## config.mk

```make
export PLATFORM = sky130hd
export DESIGN_NAME = ibg_cfg
export DESIGN_NICKNAME = d
export VERILOG_FILES = /design/src/hw/rtl/ibg_pkg.sv /design/src/hw/rtl/ibg_cfg.sv
export SDC_FILE = /design/constraint.sdc
export NUM_CORES = 1
export LEC_CHECK = 0
export ABC_AREA = 0
export BUFFER_PORTS_ARGS = -buffer_cell sky130_fd_sc_hd__buf_2
export CAP_MARGIN = 30
export CORE_ASPECT_RATIO = 1.2
export CORE_MARGIN = 10
export CORE_UTILIZATION = 46
export CTS_CLUSTER_DIAMETER = 200
export DETAILED_ROUTE_END_ITERATION = 16
export PLACE_DENSITY_LB_ADDON = 0.1
export SLEW_MARGIN = 20
export SYNTH_ARGS = -nofsm -noshare
export SYNTH_HDL_FRONTEND = slang
export SYNTH_SLANG_ARGS = --single-unit
export TNS_END_PERCENT = 50
```

## constraint.sdc

```tcl
create_clock -name clk -period 6.2 [get_ports clk]
set_input_delay 1.86 -clock clk [delete_from_list [all_inputs] [get_ports clk]]
set_output_delay 1.86 -clock clk [all_outputs]
set_load 0.02 [all_outputs]
```

## src/hw/rtl/ibg_pkg.sv

```systemverilog
`timescale 1ns / 1ps
// shared types and constants of the indexed bitmap to grayscale block
package ibg_pkg;

  localparam int MAX_WIDTH     = 1024;
  localparam int MAX_HEIGHT    = 1024;
  localparam int PALETTE_DEPTH = 256;

  localparam int COLOR_W  = 8;
  localparam int INDEX_W  = 8;
  localparam int RGB_W    = 3 * COLOR_W;
  localparam int CNT_W    = 11;
  localparam int ADDR_W   = 20;
  localparam int WREG_W   = 11;
  localparam int HREG_W   = 12;
  localparam int WEIGHT_W = 16;
  localparam int PROD_W   = COLOR_W + WEIGHT_W;
  localparam int SUM_W    = PROD_W + 2;

  localparam int APB_ADDR_W = 3;
  localparam int APB_DATA_W = 32;

  // q16 luma weights
  localparam logic [WEIGHT_W-1:0] WEIGHT_R = 16'd19588;
  localparam logic [WEIGHT_W-1:0] WEIGHT_G = 16'd38470;
  localparam logic [WEIGHT_W-1:0] WEIGHT_B = 16'd7471;

  typedef enum logic [0:0] {
    OP_PALETTE = 1'b0,
    OP_PIXEL   = 1'b1
  } op_t;

  typedef enum logic [0:0] {
    REG_IMAGE_WIDTH  = 1'b0,
    REG_IMAGE_HEIGHT = 1'b1
  } reg_idx_t;

  // image geometry after clamping the raw registers
  typedef struct packed {
    logic [CNT_W-1:0] width;
    logic [CNT_W-1:0] width_last;
    logic [CNT_W-1:0] pad_last;
    logic [CNT_W-1:0] rows_last;
    logic             top_down;
  } geom_t;

  // position of one pixel on its way to the output
  typedef struct packed {
    logic [CNT_W-1:0] col;
    logic [CNT_W-1:0] disp_row;
    logic             last;
  } tag_t;

endpackage

```

## src/hw/rtl/ibg_cfg.sv

```systemverilog
`timescale 1ns / 1ps
// apb register file for image width and height, with clamped geometry
module ibg_cfg (
  input  logic                            clk,
  input  logic                            rst,
  input  logic                            psel,
  input  logic                            penable,
  input  logic                            pwrite,
  input  logic [ibg_pkg::APB_ADDR_W-1:0]  paddr,
  input  logic [ibg_pkg::APB_DATA_W-1:0]  pwdata,
  output logic [ibg_pkg::APB_DATA_W-1:0]  prdata,
  output logic                            pready,
  output logic                            restart,
  output ibg_pkg::geom_t                  geom
);
  import ibg_pkg::*;

  logic [WREG_W-1:0] image_width;
  logic [HREG_W-1:0] image_height;
  logic              wr;
  reg_idx_t          idx;
  logic [CNT_W-1:0]  w_eff;
  logic [HREG_W-1:0] h_mag;
  logic [CNT_W-1:0]  rows_eff;

  assign pready  = 1'b1;
  assign wr      = psel && penable && pwrite;
  assign idx     = reg_idx_t'(paddr[2]);
  assign restart = wr;

  always_ff @(posedge clk) begin
    if (rst) begin
      image_width  <= WREG_W'(1);
      image_height <= HREG_W'(1);
    end else if (wr) begin
      unique case (idx)
        REG_IMAGE_WIDTH:  image_width  <= pwdata[WREG_W-1:0];
        REG_IMAGE_HEIGHT: image_height <= pwdata[HREG_W-1:0];
        default: ;
      endcase
    end
  end

  always_comb begin
    unique case (idx)
      REG_IMAGE_WIDTH:  prdata = APB_DATA_W'(image_width);
      REG_IMAGE_HEIGHT: prdata = APB_DATA_W'(image_height);
      default:          prdata = '0;
    endcase
  end

  // clamp width to 1..MAX_WIDTH
  always_comb begin
    priority if (image_width == '0) begin
      w_eff = CNT_W'(1);
    end else if (image_width > WREG_W'(MAX_WIDTH)) begin
      w_eff = CNT_W'(MAX_WIDTH);
    end else begin
      w_eff = CNT_W'(image_width);
    end
  end

  // height: sign gives storage order, magnitude clamped to 1..MAX_HEIGHT
  always_comb begin
    h_mag = image_height[HREG_W-1] ? (~image_height + HREG_W'(1)) : image_height;
    priority if (h_mag == '0) begin
      rows_eff = CNT_W'(1);
    end else if (h_mag > HREG_W'(MAX_HEIGHT)) begin
      rows_eff = CNT_W'(MAX_HEIGHT);
    end else begin
      rows_eff = h_mag[CNT_W-1:0];
    end
  end

  always_comb begin
    geom.width      = w_eff;
    geom.width_last = w_eff - CNT_W'(1);
    // last byte of a row padded to four bytes
    geom.pad_last   = (w_eff - CNT_W'(1)) | CNT_W'(3);
    geom.rows_last  = rows_eff - CNT_W'(1);
    geom.top_down   = image_height[HREG_W-1];
  end

endmodule

```

==> metrics.md, run 1 <==
| Metric | Value |
|---|---|
| Cell-by-cell listing of the critical path | inv_1 > ha_1 > or4b_4 > o21ai_1 > xnor2_1 > a2111oi_4 > buf_4 > buf_4 > nor2_1 > a2bb2oi_1 > ha_2 > o21ba_1 > a211o_1 > a22oi_1 > buf_2 |
| Register share of total power | 41.6% |
| Synthesis-stage register bit count | 23 |
| Post-route cell area | 2550 sq um |
| Final-report hold violation count | 0 |
| Ratio of final minimum period to clock period | 94.7% |
| All-Layer GR Usage | 14.7% |
| Cell type contributing the most total cell area after synthesis | sky130_fd_sc_hd__dfxtp_1 |
| FILL cells | between 500 and 600 |
| Max-cap violation count | 0 |
| Skew final | 0 ps |
| Top-count cell post-synth | sky130_fd_sc_hd__nand2_1 |
| Capturing element type of the critical path | output port |
| Top flip-flop cell by instance count after synthesis | sky130_fd_sc_hd__dfxtp_1 |
| Warnings from Yosys | 0 |
| Placer congestion estimate | 0.909 |
| Number of rows in the core area | 28 |
| Switch Pwr | 138 uW |
| Initial Util | between 40% and 50% |
| Setup TNS | 0 ps |
| DRC Markers | 0 |
| Multi-input logic area | 1520 sq um |
| Post-route setup slack | around 330 ps |
| Cts hold-fix bufs | 0 |
| Placed inst area | 2470 sq um |
| Pin slew with the least headroom to its limit | ~890 ps |
| Area of the mapped netlist | 2280 sq um |
| WL/cell | 15.3 um |
| Number of diodes added for antenna fixing | 0 |
| Sequential-to-total area share from yosys stat | 20.2% |
| Final standard cell count with taps included and fillers excluded | 423 |
| Largest fanout on the critical path | 11 |
| Fraction of layout instances using a drive strength above 1 | around 29% |
| Maximum frequency from static timing analysis | 0.170 GHz |
| HPWL after DPL | 5.14 mm |
| Register Area | 460 sq um |
| Residual antenna-violating net count after detailed routing | 0 |
| Slowest stage delay, CP | approximately 530 ps |
| Number of nets at the end of the flow | about 400 |
| Asr flop ratio synth | 0% |
| Post-synthesis cell type count | 59 |
| Max Transition Viols Final | 0 |
| Die boundary height | 97.2 um |
| I/O pin count | 119 |
| CP max stage cell | sky130_fd_sc_hd__or4b_4 |
| Proportion of power drawn by the clock network | 24.9% |
| Run status | completed |
| Power, Total | about 380 uW |
| Synthesis-to-finish area growth | 11.4% |
| Post-detailed-routing wire length | 6.47 mm |
| Number of DRC markers in iteration 0 | 79 |
| RSZ-0062 raised after global routing | false |
| Normalized max-slew margin | 40.6% |
| Pin count of the biggest net entering global routing | 24 |
| CTS buffer count | 3 |
| Initial antenna violation count | 0 |
| Data arrival time at the worst-slack endpoint | 4010 ps |
| Leakage power figure | roughly 0.0012 uW |
| Placed Instances | approximately 420 |
| Routed via count | 2203 |
| Cell occurring most often along the worst timing path | sky130_fd_sc_hd__buf_4 |
| Area fraction of the dominant cell type after synthesis | 20.2% |
| Die area | 8200 sq um |
| TritonCTS clock tree | yes |
| Class of the most critical setup path | reg -> out |
| Total grt overflow | 0 |
| First-pass GRT wire length | 10.3 mm |
| Die X-Extent | 84.3 um |
| Count of flip-flops with a built-in enable after synthesis | 0 |
| Number of vias per cell | approximately 5.2 |
| Pre-Repair DR Iteration Count | 4 |
| Number of port buffers | 73 |
| PD cells | between 100 and 150 nW/um^2 |
| Switching part of the total power | about 37% |
| Clk sinks | 23 |
| Area of the placeable core | about 4900 sq um |
| H-tree Lvls | 1 |
| Data required, critical path | 4340 ps |
| Combinational power share | 33.4% |
| Worst-Skew Late Latency | around 260 ps |
| Peak ir drop on the vdd network | ~0.00011 V |
| Longest Clk Path Bufs | 2 |
| Cell internal pwr | 238 uW |
| Number of global-route vias before repair | between 2k and 2.5k |
| Post-Synthesis Mean Instance Area | 7.30 sq um |
| Kind of path behind the tightest hold check | reg -> reg |
| Top area cells in the synthesized netlist | sky130_fd_sc_hd__dfxtp_1 (20%), sky130_fd_sc_hd__buf_4 (11%), sky130_fd_sc_hd__nand2_1 (8.5%), sky130_fd_sc_hd__a21oi_1 (5.5%), sky130_fd_sc_hd__mux2_2 (4.9%) |
| Root buffer selected by CTS | sky130_fd_sc_hd__clkbuf_8 |
| Kind of start point of the critical path | flop |
| Placement-stage worst setup slack | 500 ps |
| Number of setup violations in the final report | 0 |
| Register clock-pin slew on the reported worst setup and hold paths | 90 ps |
| Number of cells produced by synthesis | 313 |
| Post-synth top cells | sky130_fd_sc_hd__nand2_1 (52), sky130_fd_sc_hd__buf_4 (33), sky130_fd_sc_hd__a21oi_1 (25), sky130_fd_sc_hd__dfxtp_1 (23), sky130_fd_sc_hd__nor2_1 (23) |
| Fin crit period | 5870 ps |
## kinds of logic (layout without fill, tap and decap cells)
| group | count (synthesis) | in the layout | share of synthesized area [%] |
|---|---|---|---|
| flops | 23 | 23 | 20.2 |
| other cells | 2 | 23 | 0.329 |
| compound gates | 65 | 65 | 20.9 |
| buf+inv | 63 | 92 | 16.7 |
| xor+xnor | 17 | 17 | 6.52 |
| mux | 12 | 12 | 5.81 |
| simple gates | 128 | 128 | 28.0 |
| fa+ha+maj | 3 | 3 | 1.64 |
## routing by layer
metal,vias to the layer above,routed length [um],track usage [%]
met5,-,0,0
met4,0,149,4.19
met3,12,378,3.69
met2,61,3450,27.1
met1,1006,2490,15.8
li1,1124,-,-
## path summary, 6_finish.rpt
kind	from	endpoint	slack, ps	cells after the start
hold reg to reg	image_width[5]$_SDFFE_PP0P_	image_width[5]$_SDFFE_PP0P_	500	2
setup reg to reg	image_width[10]$_SDFFE_PP0P_	image_width[10]$_SDFFE_PP0P_	5220	2
hold / removal	image_width[5]$_SDFFE_PP0P_	image_width[5]$_SDFFE_PP0P_	500	2
setup / recovery	image_height[0]$_SDFFE_PP1P_	geom[7]	330	15
## stage by stage
stage	hold WS [ps]	utilization [%]
after floorplan	445	-
after global placement	486	50.8
after detailed placement	488	50.8
after CTS	501	51.8
after global routing	544	52.3
final	500	52.3
## area by class of cell
class | count | share of cell area (%)
repair buffers | 78 | 15.8
flip-flops and latches | 23 | 18.1
clock inverters | 1 | 0.197
multi-input cells | 248 | 59.9
clock buffers | 3 | 1.62
inverters | 10 | 1.47
well taps | 60 | 2.95
## power groups by stage
stage / combinational (uW) / clock, uW / sequential [uW]
CTS: 125 / 94.9 / 157
floorplan: 109 / 0 / 157
global route: 138 / 102 / 158
global placement: 124 / 0 / 160
detailed placement: 125 / 0 / 161
finish: 126 / 94.0 / 157
## registers in the layout, summed over array words and instances, names as in the netlist
signal and flops:
image_width 11, image_height 12
## what timing repair did
action / in CTS / in global routing
buffers inserted: 0 / 3
resized for setup: 0 / 1
setup endpoints to repair: 0 / 2
## worst max-delay path, delay by kind of cell (launching register included)
family / cells / cell delay, ps
AOI/OAI and AO/OA: 6 / 1140
and+or+nand+nor: 2 / 760
buffers and inverters: 4 / 640
adders and majority gates: 2 / 590
DFF: 1 / 370
xor gates and xnor gates: 1 / 240
## cell usage in the layout, fill, tap and decap left out, drive strengths merged, types with 2 or more instances in the layout
| master | count |
|---|---|
| or4 | 3 |
| a211o | 4 |
| a2bb2oi | 3 |
| nand2b | 5 |
| mux2i | 2 |
| nand4 | 3 |
| nand2 | 52 |
| a211oi | 3 |
| and3 | 2 |
| nor3 | 7 |
| buf | 78 |
| or2 | 2 |
| nand4bb | 2 |
| nand3 | 5 |
| dfxtp | 23 |
| inv | 10 |
| a21oi | 25 |
| mux2 | 10 |
| ha | 3 |
| conb | 23 |
| clkbuf | 3 |
| xnor2 | 8 |
| xor2 | 9 |
| o41ai | 3 |
| o21ai | 12 |
| or3 | 3 |
| and2 | 5 |
| nor2b | 11 |
| nor2 | 23 |
No activity file was read; power rests on OpenSTA's default activity.
==> inputs of run 2 (changes only) <==
--- a/config.mk
+++ b/config.mk
@@ -13,7 +13,7 @@
 export CORE_UTILIZATION = 46
 export CTS_CLUSTER_DIAMETER = 200
 export DETAILED_ROUTE_END_ITERATION = 16
-export PLACE_DENSITY_LB_ADDON = 0.1
+export PLACE_DENSITY = 0.81
 export SLEW_MARGIN = 20
 export SYNTH_ARGS = -nofsm -noshare
 export SYNTH_HDL_FRONTEND = slang
==> run 2 against run 1 <==
Against the previous run: cell area is 0.74% lower; via count is 1.6% higher; die area stayed put; flip-flop and latch count stayed put; setup slack worse by 43 ps; largest power group unchanged; clock-buffer cell count is 1 higher; first-iteration DRC count is 87% higher; clock power is 0.7% lower; non-clock buffer count is 2 lower; sequential power hardly changed; maximum frequency is 0.73% lower.
==> metrics.md, run 2 (synthesis gave the netlist of run 1 again) <==
| Metric | Value |
|---|---|
| Kind of path behind the tightest hold check | reg -> reg (unchanged) |
| Initial Util | 46.9% (unchanged) |
| DRC Markers | 0 (unchanged) |
| Die boundary height | 97.2 um (unchanged) |
| Data arrival time at the worst-slack endpoint | 4050 ps (was 4010 ps) |
| Stages on worst setup path | 13 (was 15) |
| Capturing element type of the critical path | output port (unchanged) |
| Class of the most critical setup path | reg -> out (unchanged) |
| Leakage power figure | 0.00122 uW (was 0.00123 uW) |
| Pre-Repair DR Iteration Count | 4 (unchanged) |
| Startpoint of the worst-slack reg-to-reg timing path | image_height[0]$_SDFFE_PP1P_ (was image_width[10]$_SDFFE_PP0P_) |
| Number of resized instances in the post-cts repair step | 0 (unchanged) |
| Number of global-route vias before repair | 2167 (was 2095) |
| Setup TNS | 0 ps (unchanged) |
| FILL cells | 487 (was 522) |
| Fin crit period | 5910 ps (was 5870 ps) |
| Flop2flop setup slack | 5280 ps (was 5220 ps) |
| Normalized max-slew margin | 43.8% (was 40.6%) |
| Setup crit start | image_height[0]$_SDFFE_PP1P_ (unchanged) |
| Skew final | 0 ps (unchanged) |
| Max Transition Viols Final | 0 (unchanged) |
| Most common cell after layout, fill and taps aside | sky130_fd_sc_hd__buf_2 (unchanged) |
| Register clock-pin slew on the reported worst setup and hold paths | 80 ps (was 90 ps) |
| TritonCTS clock tree | yes (unchanged) |
| Post-detailed-routing wire length | 6.37 mm (was 6.47 mm) |
| I/O pin count | 119 (unchanged) |
| Pin slew with the least headroom to its limit | 842 ps (was 889 ps) |
| Cell-by-cell listing of the critical path | inv_1 > ha_1 > nor2b_1 > a2bb2oi_1 > or4_1 > a2111oi_4 > mux2i_1 > nand2_1 > ha_1 > o21ba_1 > a31oi_1 > a22o_1 > buf_2 (was inv_1 > ha_1 > or4b_4 > o21ai_1 > xnor2_1 > a2111oi_4 > buf_4 > buf_4 > nor2_1 > a2bb2oi_1 > ha_2 > o21ba_1 > a211o_1 > a22oi_1 > buf_2) |
| PD cells | 149 nW/um^2 (was 148 nW/um^2) |
| GR Util met3 | 3.36% (was 3.69%) |
| RSZ-0062 raised after global routing | false (unchanged) |
| Data required, critical path | 4340 ps (about the same) |
| Largest fanout on the critical path | 11 (unchanged) |
| Pin count of the biggest net entering global routing | 24 (unchanged) |
| Run status | completed (unchanged) |
| Number of port buffers | 73 (unchanged) |
| Cts hold-fix bufs | 0 (unchanged) |
| CTS buffer count | 3 (unchanged) |
| Clk sinks | 23 (unchanged) |
| All-Layer GR Usage | 14.2% (was 14.7%) |
| Final-report hold violation count | 0 (unchanged) |
| HPWL after DPL | 5.08 mm (was 5.14 mm) |
| Placed Instances | 415 (was 416) |
| Number of DRC markers in iteration 0 | 148 (was 79) |
| Cell depth of the worst flop-to-flop path | 3 (was 2) |
| H-tree Lvls | 1 (unchanged) |
| Number of nets at the end of the flow | 405 (was 407) |
| Total grt overflow | 0 (unchanged) |
| Die X-Extent | 84.3 um (unchanged) |
| Residual antenna-violating net count after detailed routing | 0 (unchanged) |
| Setup bufs post-CTS | 0 (unchanged) |
| Area of the placeable core | 4870 sq um (unchanged) |
| Worst-Skew Late Latency | 260 ps (about the same) |
| Met1 capacity usage during global routing | 15.9% (was 15.8%) |
| Initial antenna violation count | 0 (unchanged) |
| WL/cell | 15.1 um (was 15.3 um) |
| WP buf/inv | 2 (was 4) |
| Last element of the critical path | geom[9] (was geom[7]) |
| Fraction of layout instances using a drive strength above 1 | 27.7% (was 28.7%) |
| Maximum frequency from static timing analysis | 0.169 GHz (was 0.170 GHz) |
| Number of vias per cell | 5.32 (was 5.21) |
| Number of setup violations in the final report | 0 (unchanged) |
| Max-cap violation count | 0 (unchanged) |
| Synthesis-to-finish area growth | 10.6% (was 11.4%) |
| Kind of start point of the critical path | flop (unchanged) |
| Peak ir drop on the vdd network | 0.000118 V (was 0.000110 V) |
| Root buffer selected by CTS | sky130_fd_sc_hd__clkbuf_8 (unchanged) |
| Longest Clk Path Bufs | 2 (unchanged) |
| Cell occurring most often along the worst timing path | sky130_fd_sc_hd__ha_1 (was sky130_fd_sc_hd__buf_4) |
| Number of rows in the core area | 28 (unchanged) |
| Slowest stage delay, CP | 610 ps (was 530 ps) |
| First-pass GRT wire length | 10.2 mm (was 10.3 mm) |
| Most frequent cells in the layout | sky130_fd_sc_hd__buf_2 (73), sky130_fd_sc_hd__nand2_1 (52), sky130_fd_sc_hd__a21oi_1 (25) (unchanged) |
| Top flop regs | image_height: 12 flops, image_width: 11 flops (unchanged) |
| Family with the most delay on the worst path | compound AO/OA/AOI/OAI gates (unchanged) |
| Routed via count | 2238 (was 2203) |
| Die area | 8200 sq um (unchanged) |
| Number of diodes added for antenna fixing | 0 (unchanged) |
| Number of flip-flops in the largest register | 12 (unchanged) |
| Met2 GRT Util | 26.2% (was 27.1%) |
| Placer congestion estimate | 0.854 (was 0.909) |
| Top Usage Layer GRT | met2 (unchanged) |
| Ratio of final minimum period to clock period | 95.4% (was 94.7%) |
| Register containing the most flip-flops in the final layout | image_height (unchanged) |
| Final standard cell count with taps included and fillers excluded | 421 (was 423) |
| End of the worst register-to-register path | image_height[0]$_SDFFE_PP1P_ (was image_width[10]$_SDFFE_PP0P_) |
| CP max stage cell | sky130_fd_sc_hd__or4_1 (was sky130_fd_sc_hd__or4b_4) |
run 2: cell types whose count changed in the layout (fill, tap and decap cells not counted), sizes merged:
cell | before | now
clkinv | 1 | 0
buf | 78 | 76
clkbuf | 3 | 4
run 2: worst min-delay path, delay by kind of cell (launching register included):
kind               cells  cell delay (ps)
DFF                    1              350
and+or+nand+nor        1               60
AOI/OAI and AO/OA      1               60
run 2: cell type report:
type                       instances  area (sq um)  area share, %
timing repair buffer              76           388           15.3
multi-input combinational        248          1520           60.2
inverter                          10          37.5           1.49
clock buffer                       4          45.0           1.78
tap                               60          75.1           2.97
sequential                        23           460           18.2
run 2: per-layer routing:
metal / up-vias / part of all wire, %
met5: - / 0
met4: 0 / 1.4
met3: 9 / 6.6
met2: 95 / 51
met1: 1020 / 41
li1: 1114 / -
run 2: stage by stage:
step           instance area, sq um  worst slack (ps)  total power, uW  utilization [%]  hold WS (ps)
2_1_floorplan                  2360               911              266                -           445
3_3_place_gp                   2470               475              283             50.7           474
3_5_place_dp                   2470               450              285             50.7           488
4_1_cts                        2510               139              374             51.6           507
5_1_grt                        2530              17.9              394             51.9           535
6_report                       2530               286              376             51.9           507
run 2: report_power, final:
group          switching (uW)  internal [uW]
Combinational            83.8           42.0
Sequential               5.95            151
Clock                    47.4           45.9
run 2: worst min path at each step:
stage | end | startpoint | depth (start not counted)
after floorplan | image_width[1]$_SDFFE_PP0P_ | image_width[1]$_SDFFE_PP0P_ | 2
after global placement | image_width[6]$_SDFFE_PP0P_ | image_width[6]$_SDFFE_PP0P_ | 2
after detailed placement | image_width[6]$_SDFFE_PP0P_ | image_width[6]$_SDFFE_PP0P_ | 2
after CTS | image_width[5]$_SDFFE_PP0P_ | image_width[5]$_SDFFE_PP0P_ | 2
after global routing | image_width[6]$_SDFFE_PP0P_ | image_width[6]$_SDFFE_PP0P_ | 2
final | image_width[5]$_SDFFE_PP0P_ | image_width[5]$_SDFFE_PP0P_ | 2
==> inputs of run 3 (changes only) <==
--- a/config.mk
+++ b/config.mk
@@ -6,14 +6,14 @@
 export NUM_CORES = 1
 export LEC_CHECK = 0
 export ABC_AREA = 0
-export BUFFER_PORTS_ARGS = -buffer_cell sky130_fd_sc_hd__buf_2
-export CAP_MARGIN = 30
+export CAP_MARGIN = 25
 export CORE_ASPECT_RATIO = 1.2
 export CORE_MARGIN = 10
-export CORE_UTILIZATION = 46
+export CORE_UTILIZATION = 64
 export CTS_CLUSTER_DIAMETER = 200
 export DETAILED_ROUTE_END_ITERATION = 16
-export PLACE_DENSITY = 0.81
+export DONT_BUFFER_PORTS = 1
+export PLACE_DENSITY = 0.8
 export SLEW_MARGIN = 20
 export SYNTH_ARGS = -nofsm -noshare
 export SYNTH_HDL_FRONTEND = slang
==> run 3 against run 2 <==
Against the previous run: worst hold slack got worse by 15 ps; combinational power is 19% lower; first-iteration DRC count down 46%; total power is 6.1% lower; clock skew stayed put; sequential power hardly changed; via count is 13% lower; die area down 22%; cell area is 14% lower; critical endpoint is now geom[5].
==> metrics.md, run 3 (synthesis gave the netlist of run 1 again) <==
| Metric | Value |
|---|---|
| Run status | completed (unchanged) |
| Area of the placeable core | 3400 sq um (was 4870 sq um) |
| Pre-Repair DR Iteration Count | 4 (unchanged) |
| Initial Util | 67.3% (was 46.9%) |
| Largest fanout on the critical path | 11 (unchanged) |
| Number of diodes added for antenna fixing | 0 (unchanged) |
| Residual antenna-violating net count after detailed routing | 0 (unchanged) |
| Pin count of the biggest net entering global routing | 24 (unchanged) |
| Ratio of final minimum period to clock period | 95.4% (about the same) |
| Fraction of layout instances using a drive strength above 1 | 11.3% (was 27.7%) |
| Data arrival time at the worst-slack endpoint | 4060 ps (was 4050 ps) |
| Capturing element type of the critical path | output port (unchanged) |
| Pin slew with the least headroom to its limit | 956 ps (was 842 ps) |
| Peak ir drop on the vdd network | 0.000139 V (was 0.000118 V) |
| Normalized max-slew margin | 35.8% (was 43.8%) |
| Number of port buffers | 0 (was 73) |
| First-pass GRT wire length | 9.05 mm (was 10.2 mm) |
| Data required, critical path | 4340 ps (about the same) |
| Final-report hold violation count | 0 (unchanged) |
| All-Layer GR Usage | 17.2% (was 14.2%) |
| Max Transition Viols Final | 0 (unchanged) |
| DRC Markers | 0 (unchanged) |
| RSZ-0062 raised after global routing | false (unchanged) |
| I/O pin count | 119 (unchanged) |
| Number of nets at the end of the flow | 337 (was 405) |
| Number of DRC markers in iteration 0 | 80 (was 148) |
| Cts hold-fix bufs | 0 (unchanged) |
| Hold Startpoint | image_width[1]$_SDFFE_PP0P_ (was image_width[5]$_SDFFE_PP0P_) |
| Initial antenna violation count | 0 (unchanged) |
| Flop2flop setup slack | 5060 ps (was 5280 ps) |
| Final standard cell count with taps included and fillers excluded | 330 (was 421) |
| Most frequent cells in the layout | sky130_fd_sc_hd__nand2_1 (52), sky130_fd_sc_hd__a21oi_1 (25), sky130_fd_sc_hd__nor2_1 (23), sky130_fd_sc_hd__conb_1 (23), sky130_fd_sc_hd__dfxtp_1 (23) (was sky130_fd_sc_hd__buf_2 (73), sky130_fd_sc_hd__nand2_1 (52), sky130_fd_sc_hd__a21oi_1 (25)) |
| Post-detailed-routing wire length | 5.65 mm (was 6.37 mm) |
| TritonCTS clock tree | yes (unchanged) |
| Number of setup violations in the final report | 0 (unchanged) |
| Top flop regs | image_height: 12 flops, image_width: 11 flops (unchanged) |
| Most common cell after layout, fill and taps aside | sky130_fd_sc_hd__nand2_1 (was sky130_fd_sc_hd__buf_2) |
| Last element of the critical path | geom[5] (was geom[9]) |
| End of the worst register-to-register path | image_height[11]$_SDFFE_PP0P_ (was image_height[0]$_SDFFE_PP1P_) |
| Die boundary height | 85.5 um (was 97.2 um) |
| H-tree Lvls | 1 (unchanged) |
| HPWL after DPL | 4.51 mm (was 5.08 mm) |
| Skew final | 0 ps (unchanged) |
| CTS buffer count | 3 (unchanged) |
| Kind of path behind the tightest hold check | reg -> reg (unchanged) |
| Max-cap violation count | 0 (unchanged) |
| FILL cells | 320 (was 487) |
| Synthesis-to-finish area growth | -4.71% (was 10.6%) |
| PD cells | 162 nW/um^2 (was 149 nW/um^2) |
| Root buffer selected by CTS | sky130_fd_sc_hd__clkbuf_8 (unchanged) |
| Register clock-pin slew on the reported worst setup and hold paths | 80 ps (about the same) |
| Total grt overflow | 0 (unchanged) |
| Leakage power figure | 0.000886 uW (was 0.00122 uW) |
| Number of flip-flops in the largest register | 12 (unchanged) |
| Register containing the most flip-flops in the final layout | image_height (unchanged) |
| WL/cell | 17.1 um (was 15.1 um) |
| Number of rows in the core area | 23 (was 28) |
| Cell depth of the worst flop-to-flop path | 3 (unchanged) |
| Clk sinks | 23 (unchanged) |
| Kind of start point of the critical path | flop (unchanged) |
| Number of vias per cell | 5.91 (was 5.32) |
| Startpoint of the worst-slack reg-to-reg timing path | image_height[11]$_SDFFE_PP0P_ (was image_height[0]$_SDFFE_PP1P_) |
| Die area | 6370 sq um (was 8200 sq um) |
| Class of the most critical setup path | reg -> out (unchanged) |
| Placer congestion estimate | 0.909 (was 0.854) |
| Setup TNS | 0 ps (unchanged) |
| Placed Instances | 324 (was 415) |
| Setup crit start | image_height[0]$_SDFFE_PP1P_ (unchanged) |
| Worst-Skew Late Latency | 270 ps (was 260 ps) |
| Longest Clk Path Bufs | 2 (unchanged) |
| Routed via count | 1949 (was 2238) |
| Die X-Extent | 74.5 um (was 84.3 um) |
| Maximum frequency from static timing analysis | 0.169 GHz (about the same) |
| Number of global-route vias before repair | 1869 (was 2167) |
| Fin crit period | 5920 ps (was 5910 ps) |
-- run 3: cell types whose count changed in the layout (fill, tap and decap cells not counted) --
cell	delta
sky130_fd_sc_hd__buf_2	-73
sky130_fd_sc_hd__buf_4	+5
sky130_fd_sc_hd__a2bb2oi_1	-1
sky130_fd_sc_hd__a2bb2oi_2	+1
sky130_fd_sc_hd__o21ai_0	-1
sky130_fd_sc_hd__o21ai_1	+1
-- run 3: layer usage --
layer,share of wire [%],routed length [um],track usage (%),up-vias
met5,0,0,0,-
met4,2.4,136,4.48,0
met3,9.3,523,5.48,13
met2,53,2970,31.2,71
met1,36,2030,18.4,888
li1,-,-,-,977
-- run 3: layout make-up --
| cell class | count | area (sq um) | share of cell area (%) |
|---|---|---|---|
| multi-input cells | 248 | 1530 | 70.2 |
| flip-flops and latches | 23 | 460 | 21.1 |
| repair buffers | 8 | 60.1 | 2.76 |
| well taps | 37 | 46.3 | 2.13 |
| clock buffers | 4 | 45.0 | 2.07 |
| inverters | 10 | 37.5 | 1.72 |
-- run 3: worst max-delay path: stages, from the launching register on --
cell and delay, ps:
sky130_fd_sc_hd__dfxtp_1 420, sky130_fd_sc_hd__inv_1 130, sky130_fd_sc_hd__ha_1 260, sky130_fd_sc_hd__nor2b_1 170, sky130_fd_sc_hd__a2bb2oi_1 160, sky130_fd_sc_hd__or4_1 620, sky130_fd_sc_hd__a2111oi_4 370, sky130_fd_sc_hd__buf_4 200
sky130_fd_sc_hd__mux2i_1 340, sky130_fd_sc_hd__nand2_1 110, sky130_fd_sc_hd__ha_1 340, sky130_fd_sc_hd__nand3_1 110, sky130_fd_sc_hd__o21ai_0 110, sky130_fd_sc_hd__a211oi_2 450
-- run 3: where the power goes --
group	internal, uW	leakage [uW]	total [uW]	switching, uW
Sequential	151	0.000186	157	6.32
Combinational	29.2	0.000677	102	73.2
Clock	46.0	0.0000228	93.2	47.2
-- run 3: worst min-delay path by stage --
stage / end / slack [ps] / depth (start not counted)
6_report: image_width[1]$_SDFFE_PP0P_ / 490 / 2
5_1_grt: image_width[5]$_SDFFE_PP0P_ / 520 / 2
4_1_cts: image_width[6]$_SDFFE_PP0P_ / 490 / 2
3_5_place_dp: image_width[6]$_SDFFE_PP0P_ / 480 / 2
3_3_place_gp: image_width[6]$_SDFFE_PP0P_ / 480 / 2
2_1_floorplan: image_width[1]$_SDFFE_PP0P_ / 440 / 2
-- run 3: repair_timing --
action                     4_1_cts  5_1_grt
setup endpoints to repair        0        2
setup buffers                    0        2
resized for setup                0        1
-- run 3: through the flow --
stage / setup WS, ps / area, sq um / utilization, % / total power [uW] / hold slack [ps]
3_5_place_dp: 447 / 2110 / 62.2 / 261 / 479
5_1_grt: 25.8 / 2180 / 64.1 / 367 / 521
6_report: 282 / 2180 / 64.1 / 353 / 492
3_3_place_gp: 450 / 2110 / 62.2 / 260 / 476
4_1_cts: 124 / 2160 / 63.5 / 350 / 489
2_1_floorplan: 911 / 2360 / - / 266 / 445
